===== config.mk =====
export PLATFORM = sky130hd
export DESIGN_NAME = bwt_band_table
export DESIGN_NICKNAME = d
export VERILOG_FILES = /design/src/sv/bwt_pkg.sv /design/src/sv/bwt_band_table.sv
export SDC_FILE = /design/constraint.sdc
export NUM_CORES = 1
export LEC_CHECK = 0
export CAP_MARGIN = 10
export CORE_UTILIZATION = 45
export CTS_CLUSTER_SIZE = 20
export DETAILED_ROUTE_END_ITERATION = 16
export DONT_BUFFER_PORTS = 1
export PLACE_DENSITY = 0.57
export SYNTH_ARGS = -nofsm -noshare
export SYNTH_HDL_FRONTEND = slang
export SYNTH_SLANG_ARGS = --single-unit
export TNS_END_PERCENT = 100

===== constraint.sdc =====
create_clock -name clk -period 5.8 [get_ports clk]
set_clock_uncertainty 0.1 [all_clocks]
set_input_delay 1.74 -clock clk [delete_from_list [all_inputs] [get_ports clk]]
set_output_delay 1.74 -clock clk [all_outputs]
set_load 0.01 [all_outputs]

===== src/sv/bwt_pkg.sv =====
`timescale 1ns / 1ps
// Shared types, codes and sizes for the band-limited wavetable reader.
// Depends on nothing; bwt_band_table, bwt_lerp, the top level and the testbench refer to it by scoped names.
package bwt_pkg;

	localparam int NUM_BANDS        = 16;
	localparam int MAX_BAND_SAMPLES = 2048;
	localparam int SAMPLE_BITS      = 16;

	localparam int BAND_W  = $clog2(NUM_BANDS);
	localparam int SIDX_W  = $clog2(MAX_BAND_SAMPLES);
	localparam int LEN_W   = SIDX_W + 1;
	localparam int ADDR_W  = BAND_W + SIDX_W;
	localparam int DEPTH   = NUM_BANDS * MAX_BAND_SAMPLES;
	localparam int FREQ_W  = 24;
	localparam int PHASE_W = 16;
	localparam int TCNT_W  = 5;
	localparam int POS_W   = PHASE_W + LEN_W;
	localparam int CFG_W   = 24;

	typedef enum logic [1:0] {
		OP_QUERY       = 2'd0,
		OP_LOAD_DESC   = 2'd1,
		OP_LOAD_SAMPLE = 2'd2,
		OP_NONE        = 2'd3
	} op_t;

	typedef enum logic [0:0] {
		CFG_LOWEST_FREQ = 1'b0,
		CFG_TABLE_COUNT = 1'b1
	} cfg_reg_t;

	typedef struct packed {
		logic [1:0]         op;
		logic [3:0]         band_select;
		logic [10:0]        sample_index;
		logic signed [15:0] sample_value;
		logic [23:0]        upper_bound;
		logic [11:0]        band_length;
		logic [23:0]        frequency;
		logic [15:0]        phase;
	} cmd_word_t;

	typedef struct packed {
		logic signed [15:0] sample_out;
		logic               silent;
		logic [3:0]         band_used;
	} res_word_t;

	// one descriptor write, upper bound or length
	typedef struct packed {
		logic              en;
		logic [BAND_W-1:0] band;
		logic [FREQ_W-1:0] upper;
		logic [LEN_W-1:0]  size;
	} band_wr_t;

	// per-result control that rides along the interpolator
	typedef struct packed {
		logic              silent;
		logic [BAND_W-1:0] band;
	} lerp_ctl_t;

endpackage


===== src/sv/bwt_band_table.sv =====
`timescale 1ns / 1ps
// Band descriptor registers: upper bounds, lengths, bound compare and band pick.
// Depends on bwt_pkg.
module bwt_band_table (
	input  logic                               clk,
	input  logic                               arst_n,
	input  bwt_pkg::band_wr_t                  upper_wr,
	input  bwt_pkg::band_wr_t                  size_wr,
	input  logic [bwt_pkg::FREQ_W-1:0]         freq,
	input  logic [bwt_pkg::BAND_W-1:0]         count_m1,
	output logic [bwt_pkg::NUM_BANDS-1:0]      hit,
	input  logic [bwt_pkg::NUM_BANDS-1:0]      pick_hit,
	input  logic [bwt_pkg::BAND_W-1:0]         pick_count_m1,
	output logic [bwt_pkg::BAND_W-1:0]         pick_band,
	output logic [bwt_pkg::LEN_W-1:0]          pick_size
);

	logic [bwt_pkg::FREQ_W-1:0] upper_q [bwt_pkg::NUM_BANDS];
	logic [bwt_pkg::LEN_W-1:0]  size_q  [bwt_pkg::NUM_BANDS];
	logic [bwt_pkg::LEN_W-1:0]  raw_size;

	always_ff @(posedge clk or negedge arst_n) begin
		if (!arst_n) begin
			for (int i = 0; i < bwt_pkg::NUM_BANDS; i++) begin
				upper_q[i] <= '0;
				size_q[i]  <= '0;
			end
		end else begin
			if (upper_wr.en) begin
				upper_q[upper_wr.band] <= upper_wr.upper;
			end
			if (size_wr.en) begin
				// saturate to the band capacity
				if (size_wr.size > bwt_pkg::LEN_W'(bwt_pkg::MAX_BAND_SAMPLES)) begin
					size_q[size_wr.band] <= bwt_pkg::LEN_W'(bwt_pkg::MAX_BAND_SAMPLES);
				end else begin
					size_q[size_wr.band] <= size_wr.size;
				end
			end
		end
	end

	// bands past the searched count never hit
	always_comb begin
		for (int i = 0; i < bwt_pkg::NUM_BANDS; i++) begin
			hit[i] = (bwt_pkg::BAND_W'(i) <= count_m1) && (upper_q[i] >= freq);
		end
	end

	// first hit wins; no hit falls back to the last searched band
	always_comb begin
		pick_band = pick_count_m1;
		for (int i = bwt_pkg::NUM_BANDS - 1; i >= 0; i--) begin
			if (pick_hit[i]) begin
				pick_band = bwt_pkg::BAND_W'(i);
			end
		end
		raw_size  = size_q[pick_band];
		pick_size = (raw_size == '0) ? bwt_pkg::LEN_W'(1) : raw_size;
	end

endmodule


==> results.cfg <==
[logic_synthesis]
syn_area_um2 = 31400
synth_edf_count = 0
yosys_warnings = 0
avgSynthCellArea_um2 = 11.2
ys_seq_elements = 576
synth_top_area_share_pct = 45.9
ys_types = 59
synth_cells = 2796
synth_area_leaders = dfrtp_1, ha_1, mux2_2, a21o_1, nand2_1
syn-num-nets = 3312
ys_seq_area_share_pct = 45.9
yosysTopAreaCell = dfrtp_1
async_flop_share_pct = 100
synth_ff_type = dfrtp_1

[final_layout]
regArea_um2 = 14400
fillerInstances = 5848
finalNetCount = 3463
layout-drive-gt1-share_pct = 29.9
syn2layout_area_growth_pct = 19.5
multi_input_area_um2 = 17400
n_antenna_cell = 0

[placement]
portBuffers = 0
globalplace.congestion = 0.810
dp_hpwl_um = 56600

[detailed_routing]
num_vias = 22167
dr.pass1.iters = 5
ant_nets = 0
vias_per_cell = 5.64
drt-initial-drc-count = 1222
drc = 0
wl_per_cell_um = 22.2
drt-total-wl_um = 87200

[clock_network]
htreeDepth = 3
clkLatencyLatePin_ns = 0.62
clk_path_buf_depth = 3
cts_inserted_buffers = 68
cts.sinks = 576
ctsHoldBuffers = 0
cts_tree = yes
clk_pin_slew_ns = 0.06
clockRootBuffer = clkbuf_16

[global_route]
grt_use_total_pct = 24.8
grt_overflow = 0
grt_max_degree = 577
antenna_found_initial = 1
grt_pass1_vias = 23196
grt_pass1_wl_um = 136000

[worst_setup_path]
critPathSlowestCell = ha_4
crit_required_ns = 3.96
critPathMostFrequentCell = a21o_1
worstPathArrival_ns = 4.16
worstSetupEndpointType = output pin
crit_chain = clkinvlp_4 -> buf_12 -> buf_12 -> ha_4 -> a21o_1 -> a21o_1 -> a21o_1 -> a21o_1 -> a21o_1 -> a21o_1 -> a21oi_2 -> o41ai_4 -> a31oi_4 -> a211oi_4 -> buf_4
start_kind = input port
rr_worst_depth = 1
cp_slowest_stage_delay_ns = 0.23
critical_path_class = in -> out
crit_fanout = 7

[sta]
finalHoldViolCount = 0
grt_setup_unrepaired = true
relSlewSlack_pct = 12.2
slew_violations = 0
setup_viol_count_final = 16
fin_crit_sh_pct = 103
tightest_slew_ns = 1.31
holdWs_ns = 0.375
fin_ws_ns = -0.201
fmax_mhz = 167
period_minus_slack_ns = 6.00

[run_status]
status = complete, but fails checks
violations = setup timing

[power_and_ir_drop]
power_mw = 13.1
power_density_nw_per_um2 = 349
power_leakage_nw = 18.2
peakVddDrop_v = 0.000257

[worst_hold_path]
min_path_type = reg -> reg
hold_path_depth = 2

[floorplanning]
die_x_um = 266
die_h_um = 266
die_area_um2 = 70900
initial_utilization_pct = 45.7
std_cell_rows = 96
core_um2 = 68800
io_pins = 164

[job]
cap_violations = 0
cells in the mapped netlist (4+ instances only):
master and n:
dfrtp_1 576, mux2_2 412, ha_1 384, nand2_1 350, o21ai_0 223, a21o_1 194, a21oi_1 135, clkbuf_1 119
nand4_1 45, inv_1 44, nor2_1 42, nand2b_1 41, nor2b_1 36, nand3_1 24, a211oi_1 21, buf_2 15
and4_1 14, a31oi_1 10, and3_1 10, a221oi_1 8, nand3b_1 8, nor4_1 7, o41ai_1 7, a311oi_1 6
mux2i_1 5, mux4_2 4, or3_1 4
cell families after synthesis:
family / count (synthesis) / share of synthesized area (%)
compound gates: 633 / 12.4
mux: 421 / 15.2
buf+inv: 186 / 2.38
fa+ha+maj: 384 / 15.3
simple gates: 596 / 8.85
flops: 576 / 45.9
timing repair:
action	CTS	global route
endpoints found under the setup margin	22	25
gates resized for setup	157	69
gates cloned	3	2
pin swaps	121	75
setup buffers	19	13
per-stage QoR:
stage | TNS, ns | util (%) | instances | worst slack, ns | cell area (um2)
5_1_grt | -3.58 | 54.6 | 3930 | -0.337 | 37600
3_5_place_dp | -8.77 | 49.0 | 3783 | -0.637 | 33700
3_3_place_gp | -9.04 | 49.0 | 3783 | -0.651 | 33700
4_1_cts | -1.97 | 53.9 | 3916 | -0.205 | 37100
6_report | -1.79 | 54.6 | 3930 | -0.201 | 37600
2_1_floorplan | 0 | - | 2796 | 0.0423 | 31400
sequential cells by signal, indices dropped and copies added (netlist names):
| signal | count |
|---|---|
| size_q | 192 |
| upper_q | 384 |
power breakdown:
part / internal, mW / leakage (nW) / switching (mW) / total [mW]
clock network: 2.67 / 1.15 / 1.75 / 4.42
registers: 4.86 / 7.23 / 0.467 / 5.33
logic: 1.75 / 9.80 / 1.60 / 3.35
routing by layer:
layer	vias to the layer above	GRT usage, %	routed length (um)
li1	10427	-	-
met1	11189	35.2	41300
met2	422	39.1	39500
met3	129	4.43	4160
met4	0	6.60	2280
met5	-	0	0
critical path: cells and delay by family:
kind / cells / cell delay, ns
AO/OA/AOI/OAI: 10 / 1.58
adder cells (fa/ha/maj): 1 / 0.23
buffers and inverters: 4 / 0.60
cell type report:
| cell class | instances | area share [%] |
|---|---|---|
| repair buffers | 219 | 5.62 |
| well taps | 931 | 3.10 |
| inverters | 47 | 0.533 |
| flip-flops and latches | 576 | 38.4 |
| multi-input cells | 2034 | 46.2 |
| clock buffers | 100 | 5.30 |
| repair inverters | 1 | 0.0200 |
| clock inverters | 22 | 0.889 |
path summary, 6_finish.rpt:
path | slack, ns | startpoint | to
max in group asynchronous | 2.89 | arst_n | upper_q[320]$_DFFE_PN0P_
hold reg to reg | 0.38 | size_q[183]$_DFFE_PN0P_ | size_q[183]$_DFFE_PN0P_
min in group asynchronous | 0.73 | arst_n | upper_q[333]$_DFFE_PN0P_
setup reg to reg | 4.89 | upper_q[289]$_DFFE_PN0P_ | upper_q[289]$_DFFE_PN0P_
hold / removal | 0.38 | size_q[183]$_DFFE_PN0P_ | size_q[183]$_DFFE_PN0P_
setup / recovery | -0.20 | freq[9] | hit[12]
cells in the final DEF (no fill, tap or decap), types with 45 or more instances in the layout:
cell and n:
dfrtp_1 576, nand2_1 349, ha_1 358, a21o_1 191, clkbuf_16 70, buf_4 168
mux2_2 412, nand4_1 45, o21ai_0 194, a21oi_1 105
No activity file was read; power rests on OpenSTA's default activity.
