$ cat config.mk
export PLATFORM = sky130hd
export DESIGN_NAME = bwt_lerp
export DESIGN_NICKNAME = d
export VERILOG_FILES = /design/src/sv/bwt_pkg.sv /design/src/sv/bwt_lerp.sv
export SDC_FILE = /design/constraint.sdc
export NUM_CORES = 1
export LEC_CHECK = 0
export BUFFER_PORTS_ARGS = -buffer_cell sky130_fd_sc_hd__buf_2
export CORE_ASPECT_RATIO = 1.2
export CORE_MARGIN = 2
export CORE_UTILIZATION = 58
export CTS_CLUSTER_SIZE = 8
export DETAILED_ROUTE_END_ITERATION = 12
export PLACE_DENSITY_LB_ADDON = 0.1
export SYNTH_ARGS = -nofsm -noshare
export SYNTH_HDL_FRONTEND = slang
export SYNTH_SLANG_ARGS = --single-unit
$ cat constraint.sdc
create_clock -name clk -period 2.44 [get_ports clk]
set_input_delay 0.488 -clock clk [delete_from_list [all_inputs] [get_ports clk]]
set_output_delay 0.488 -clock clk [all_outputs]
set_load 0.02 [all_outputs]
$ cat src/sv/bwt_pkg.sv
`timescale 1ns / 1ps
// Shared types, codes and sizes for the band-limited wavetable reader.
// Depends on nothing; bwt_band_table, bwt_lerp, the top level and the testbench refer to it by scoped names.
package bwt_pkg;

	localparam int NUM_BANDS        = 16;
	localparam int MAX_BAND_SAMPLES = 2048;
	localparam int SAMPLE_BITS      = 16;

	localparam int BAND_W  = $clog2(NUM_BANDS);
	localparam int SIDX_W  = $clog2(MAX_BAND_SAMPLES);
	localparam int LEN_W   = SIDX_W + 1;
	localparam int ADDR_W  = BAND_W + SIDX_W;
	localparam int DEPTH   = NUM_BANDS * MAX_BAND_SAMPLES;
	localparam int FREQ_W  = 24;
	localparam int PHASE_W = 16;
	localparam int TCNT_W  = 5;
	localparam int POS_W   = PHASE_W + LEN_W;
	localparam int CFG_W   = 24;

	typedef enum logic [1:0] {
		OP_QUERY       = 2'd0,
		OP_LOAD_DESC   = 2'd1,
		OP_LOAD_SAMPLE = 2'd2,
		OP_NONE        = 2'd3
	} op_t;

	typedef enum logic [0:0] {
		CFG_LOWEST_FREQ = 1'b0,
		CFG_TABLE_COUNT = 1'b1
	} cfg_reg_t;

	typedef struct packed {
		logic [1:0]         op;
		logic [3:0]         band_select;
		logic [10:0]        sample_index;
		logic signed [15:0] sample_value;
		logic [23:0]        upper_bound;
		logic [11:0]        band_length;
		logic [23:0]        frequency;
		logic [15:0]        phase;
	} cmd_word_t;

	typedef struct packed {
		logic signed [15:0] sample_out;
		logic               silent;
		logic [3:0]         band_used;
	} res_word_t;

	// one descriptor write, upper bound or length
	typedef struct packed {
		logic              en;
		logic [BAND_W-1:0] band;
		logic [FREQ_W-1:0] upper;
		logic [LEN_W-1:0]  size;
	} band_wr_t;

	// per-result control that rides along the interpolator
	typedef struct packed {
		logic              silent;
		logic [BAND_W-1:0] band;
	} lerp_ctl_t;

endpackage

$ cat src/sv/bwt_lerp.sv
`timescale 1ns / 1ps
// Interpolator tail: difference times fraction, then floor shift and add.
// Depends on bwt_pkg.
module bwt_lerp (
	input  logic                                   clk,
	input  logic                                   arst_n,
	input  logic                                   up_valid,
	output logic                                   up_take,
	input  bwt_pkg::lerp_ctl_t                     up_ctl,
	input  logic signed [bwt_pkg::SAMPLE_BITS-1:0] samp_a,
	input  logic signed [bwt_pkg::SAMPLE_BITS-1:0] samp_b,
	input  logic [bwt_pkg::PHASE_W-1:0]            frac,
	output logic                                   res_valid,
	input  logic                                   res_stall,
	output bwt_pkg::res_word_t                     res,
	output logic                                   mul_valid
);

	localparam int SB    = bwt_pkg::SAMPLE_BITS;
	localparam int PW    = bwt_pkg::PHASE_W;
	localparam int PROD_W = SB + PW + 2;

	logic                     valid_s5;
	bwt_pkg::lerp_ctl_t       ctl_s5;
	logic signed [SB-1:0]     a_s5;
	logic signed [PROD_W-1:0] prod_s5;
	logic                     en_s5;
	logic                     en_o;
	logic signed [SB:0]       diff_c;
	logic signed [PROD_W-1:0] prod_c;
	logic signed [PROD_W-1:0] sum_c;

	assign en_o    = !res_valid || !res_stall;
	assign en_s5   = !valid_s5 || en_o;
	assign up_take = en_s5;
	assign mul_valid = valid_s5;

	assign diff_c = {samp_b[SB-1], samp_b} - {samp_a[SB-1], samp_a};
	assign prod_c = diff_c * $signed({1'b0, frac});
	// arithmetic shift gives the floor for negative products
	assign sum_c  = PROD_W'(a_s5) + (prod_s5 >>> PW);

	always_ff @(posedge clk or negedge arst_n) begin
		if (!arst_n) begin
			valid_s5  <= 1'b0;
			res_valid <= 1'b0;
		end else begin
			if (en_s5) begin
				valid_s5 <= up_valid;
			end
			if (en_o) begin
				res_valid <= valid_s5;
			end
		end
	end

	always_ff @(posedge clk) begin
		if (en_s5) begin
			ctl_s5  <= up_ctl;
			a_s5    <= samp_a;
			prod_s5 <= prod_c;
		end
		if (en_o) begin
			if (ctl_s5.silent) begin
				res.sample_out <= '0;
				res.band_used  <= '0;
			end else begin
				res.sample_out <= sum_c[SB-1:0];
				res.band_used  <= ctl_s5.band;
			end
			res.silent <= ctl_s5.silent;
		end
	end

endmodule

==> metrics.yaml <==
floorplan:
  rows: 62
  fp.dieW_microns: 147
  initial_core_util: 0.590
  pin_count: 81
  die_area_sq_mm: 0.0256
  die_h_microns: 175
  core-area_sq_mm: 0.0240
cells_and_area:
  area_growth_pct: 25.3
  drive_gt1_frac: 0.253
  num-fill-cells: 1749
  antennaDiodeCount: 0
  final_nets: 2268
  final_util: 0.739
cts:
  clockBufferDepth: 2
  htreeDepth: 3
  path_clk_slew_ns: 0.05
  clock_latency_ns: 0.33
  cts_sinks: 60
  root_buffer: "clkbuf_16"
  cts_made_buffers: 9
  cts_tree: "yes"
setup_path:
  start_kind: "input port"
  worstPathMaxFanout: 8
  crit_type: "input port to flop"
  cp_common_cell: "fa_1"
  crit_required_ns: 2.51
  critPathMaxStageDelay_ns: 0.52
  cp.arrival_ns: 7.42
  cp-end-kind: "flop"
  cp_slowest_cell: "fa_1"
flow_run:
  cap_viol_max_count: 0
hold_path:
  hold_class: "input port to flop"
logic_synthesis:
  ys_types: 61
  yosys_most_used_dff: "edfxtp_1"
  yosys_warnings: 0
  synthesis.area_sq_mm: 0.0141
  yosys_register_bits: 60
  synth_edf_count: 58
  synth-async-reset-ratio: 0.0333
  seq_area_frac_synth: 0.127
  synth_nets: 1988
  netlist_instances: 1555
  synth_area_per_cell_sq_um: 9.09
timing:
  max_slew_margin: 0.478
  hold_viol_final: 0
  worst_slew_pin_slew_ns: 0.777
  skew_ns: 0.00526
  layout_min_cycle_time_ns: 7.35
  fin_crit_sh: 3.01
  setup_viol: 16
  max_freq_ghz: 0.136
  rsz0062_at_grt: "true"
  finalMaxSlewViolations: 0
  setup_slack_ns: -4.91
  fin_tns_setup_ns: -75.76
grt:
  grt_first_pass_wirelength_mm: 61.3
  grt_pass1_vias: 12880
  antenna_found_initial: 0
  grt.overflow.total: 0
  grt.total_usage: 0.304
  grt_max_degree: 39
route:
  drc_errors: 0
  drtIter0Drc: 478
  vias: 11575
  ant_nets: 0
  route.detailed.wl_per_inst_microns: 17.0
  vias_per_cell: 5.36
  drt_first_pass_iters: 6
  routed_wirelength_mm: 36.7
status:
  status: "finished with violations"
  violations: "negative setup slack"
place:
  globalplace.congestion: 0.899
  io_buffers: 80
  dpl.hpwl_mm: 30.7
==> final timing paths <==
kind                            slack, ns       from  cells past startpoint     endpoint
worst max-delay path                -4.91  samp_a[1]                     31  prod_s5[31]
worst min-delay path                 0.33  up_ctl[2]                      1    ctl_s5[2]
worst max register to register       0.03    a_s5[1]                      9      res[18]
worst min register to register       0.54  ctl_s5[2]                      1       res[2]
max in group asynchronous            1.87     arst_n                      2    res_valid
min in group asynchronous            0.48     arst_n                      2    mul_valid
==> flip-flops by register name, indices dropped and copies added (netlist names) <==
| signal | flops |
|---|---|
| res_valid | 1 |
| prod_s5 | 16 |
| res | 21 |
| a_s5 | 16 |
| mul_valid | 1 |
| ctl_s5 | 5 |
==> worst max-delay path: cells and delay by family <==
| family | cells | cell delay [ns] |
|---|---|---|
| adders and majority gates | 8 | 3.36 |
| xor gates and xnor gates | 1 | 0.22 |
| and+or+nand+nor | 2 | 0.27 |
| buffers and inverters | 10 | 0.95 |
| AOI/OAI and AO/OA | 10 | 2.10 |
==> logic make-up after synthesis <==
logic type                 Yosys count  share of synthesized area
DFF                                 60                      0.127
adders and majority gates          376                      0.471
muxes                                1                   0.000708
AOI/OAI and AO/OA                  194                     0.0940
and+or+nand+nor                    429                      0.154
buffers and inverters              437                      0.117
xor gates and xnor gates            58                     0.0369
==> placed cells by master, fill, tap and decap left out, types with 5 or more instances in the layout <==
cell and count:
o311a_1 10, and2_1 91, a31oi_1 19, a21oi_1 24, fa_2 7, buf_2 79, o21a_1 12, nand3_1 9
o21ai_0 15, nor3_1 9, clkbuf_16 9, buf_4 246, and2_4 9, buf_6 7, inv_2 9, nor2b_1 28
a211oi_2 5, xor2_1 15, nand2_1 176, o311ai_0 6, nand2b_1 17, a21o_1 20, xnor2_1 36, nor2_1 35
nand4b_1 17, fa_1 253, ha_4 13, inv_1 351, o21ai_2 5, edfxtp_1 58, buf_12 8, nand2_2 5
o22ai_1 17, a21oi_2 9, ha_1 103, o21ai_1 9
==> metrics by stage <==
step	hold slack [ns]	area, sq um	std cells	setup WS, ns
6_report	0.331	17700	2160	-4.91
5_1_grt	0.325	17700	2160	-5.12
4_1_cts	0.322	17400	2152	-4.85
3_5_place_dp	0.282	16700	2130	-5.44
3_3_place_gp	0.280	16700	2130	-5.26
2_1_floorplan	0.192	14200	1555	-4.86
==> area by class of cell <==
| type | instances | area [sq um] | area share |
|---|---|---|---|
| repair buffers | 345 | 2570 | 0.145 |
| clock buffers | 12 | 236 | 0.0133 |
| inverters | 361 | 1370 | 0.0772 |
| well taps | 320 | 400 | 0.0226 |
| clock inverters | 4 | 50.0 | 0.00282 |
| flip-flops and latches | 60 | 1790 | 0.101 |
| multi-input cells | 1058 | 11300 | 0.638 |
==> what timing repair did <==
item	in CTS	in global routing
resized for setup	66	63
hold buffers	1	0
endpoints found under the setup margin	24	24
hold endpoints to repair	2	0
gates cloned	1	0
setup buffers	4	8
pin swaps	42	51
==> layer usage <==
layer / up-vias / global-route usage / share of wire
met1: 5797 / 0.328 / 0.36
met2: 279 / 0.597 / 0.55
met4: 0 / 0.137 / 0.059
li1: 5387 / - / -
met5: - / 0 / 0
met3: 112 / 0.0277 / 0.028
==> synthesized netlist by cell type, types with 4 or more instances <==
cell | count | share of area
nor3_1 | 10 | 0.0035
edfxtp_1 | 58 | 0.12
o31a_1 | 4 | 0.0025
o21ai_0 | 29 | 0.010
o21a_1 | 12 | 0.0064
ha_1 | 116 | 0.10
a211oi_1 | 7 | 0.0037
xor2_1 | 19 | 0.012
nand2_1 | 182 | 0.048
a21oi_1 | 34 | 0.012
clkbuf_1 | 72 | 0.019
or3_1 | 5 | 0.0022
nand4b_1 | 17 | 0.011
o311ai_0 | 7 | 0.0043
o311a_1 | 11 | 0.0078
and2_1 | 100 | 0.044
nand3_1 | 10 | 0.0035
nor2_1 | 38 | 0.010
a31oi_1 | 21 | 0.0093
and3_1 | 4 | 0.0018
nor2b_1 | 32 | 0.014
xnor2_1 | 38 | 0.024
inv_1 | 361 | 0.096
a211o_1 | 4 | 0.0025
o22ai_1 | 17 | 0.0075
fa_1 | 260 | 0.37
a21o_1 | 20 | 0.011
nand2b_1 | 17 | 0.0075
Power is left out: the tool's default activity adds up to more than one toggle a clock period on the data nets, which glitch-free logic cannot reach.
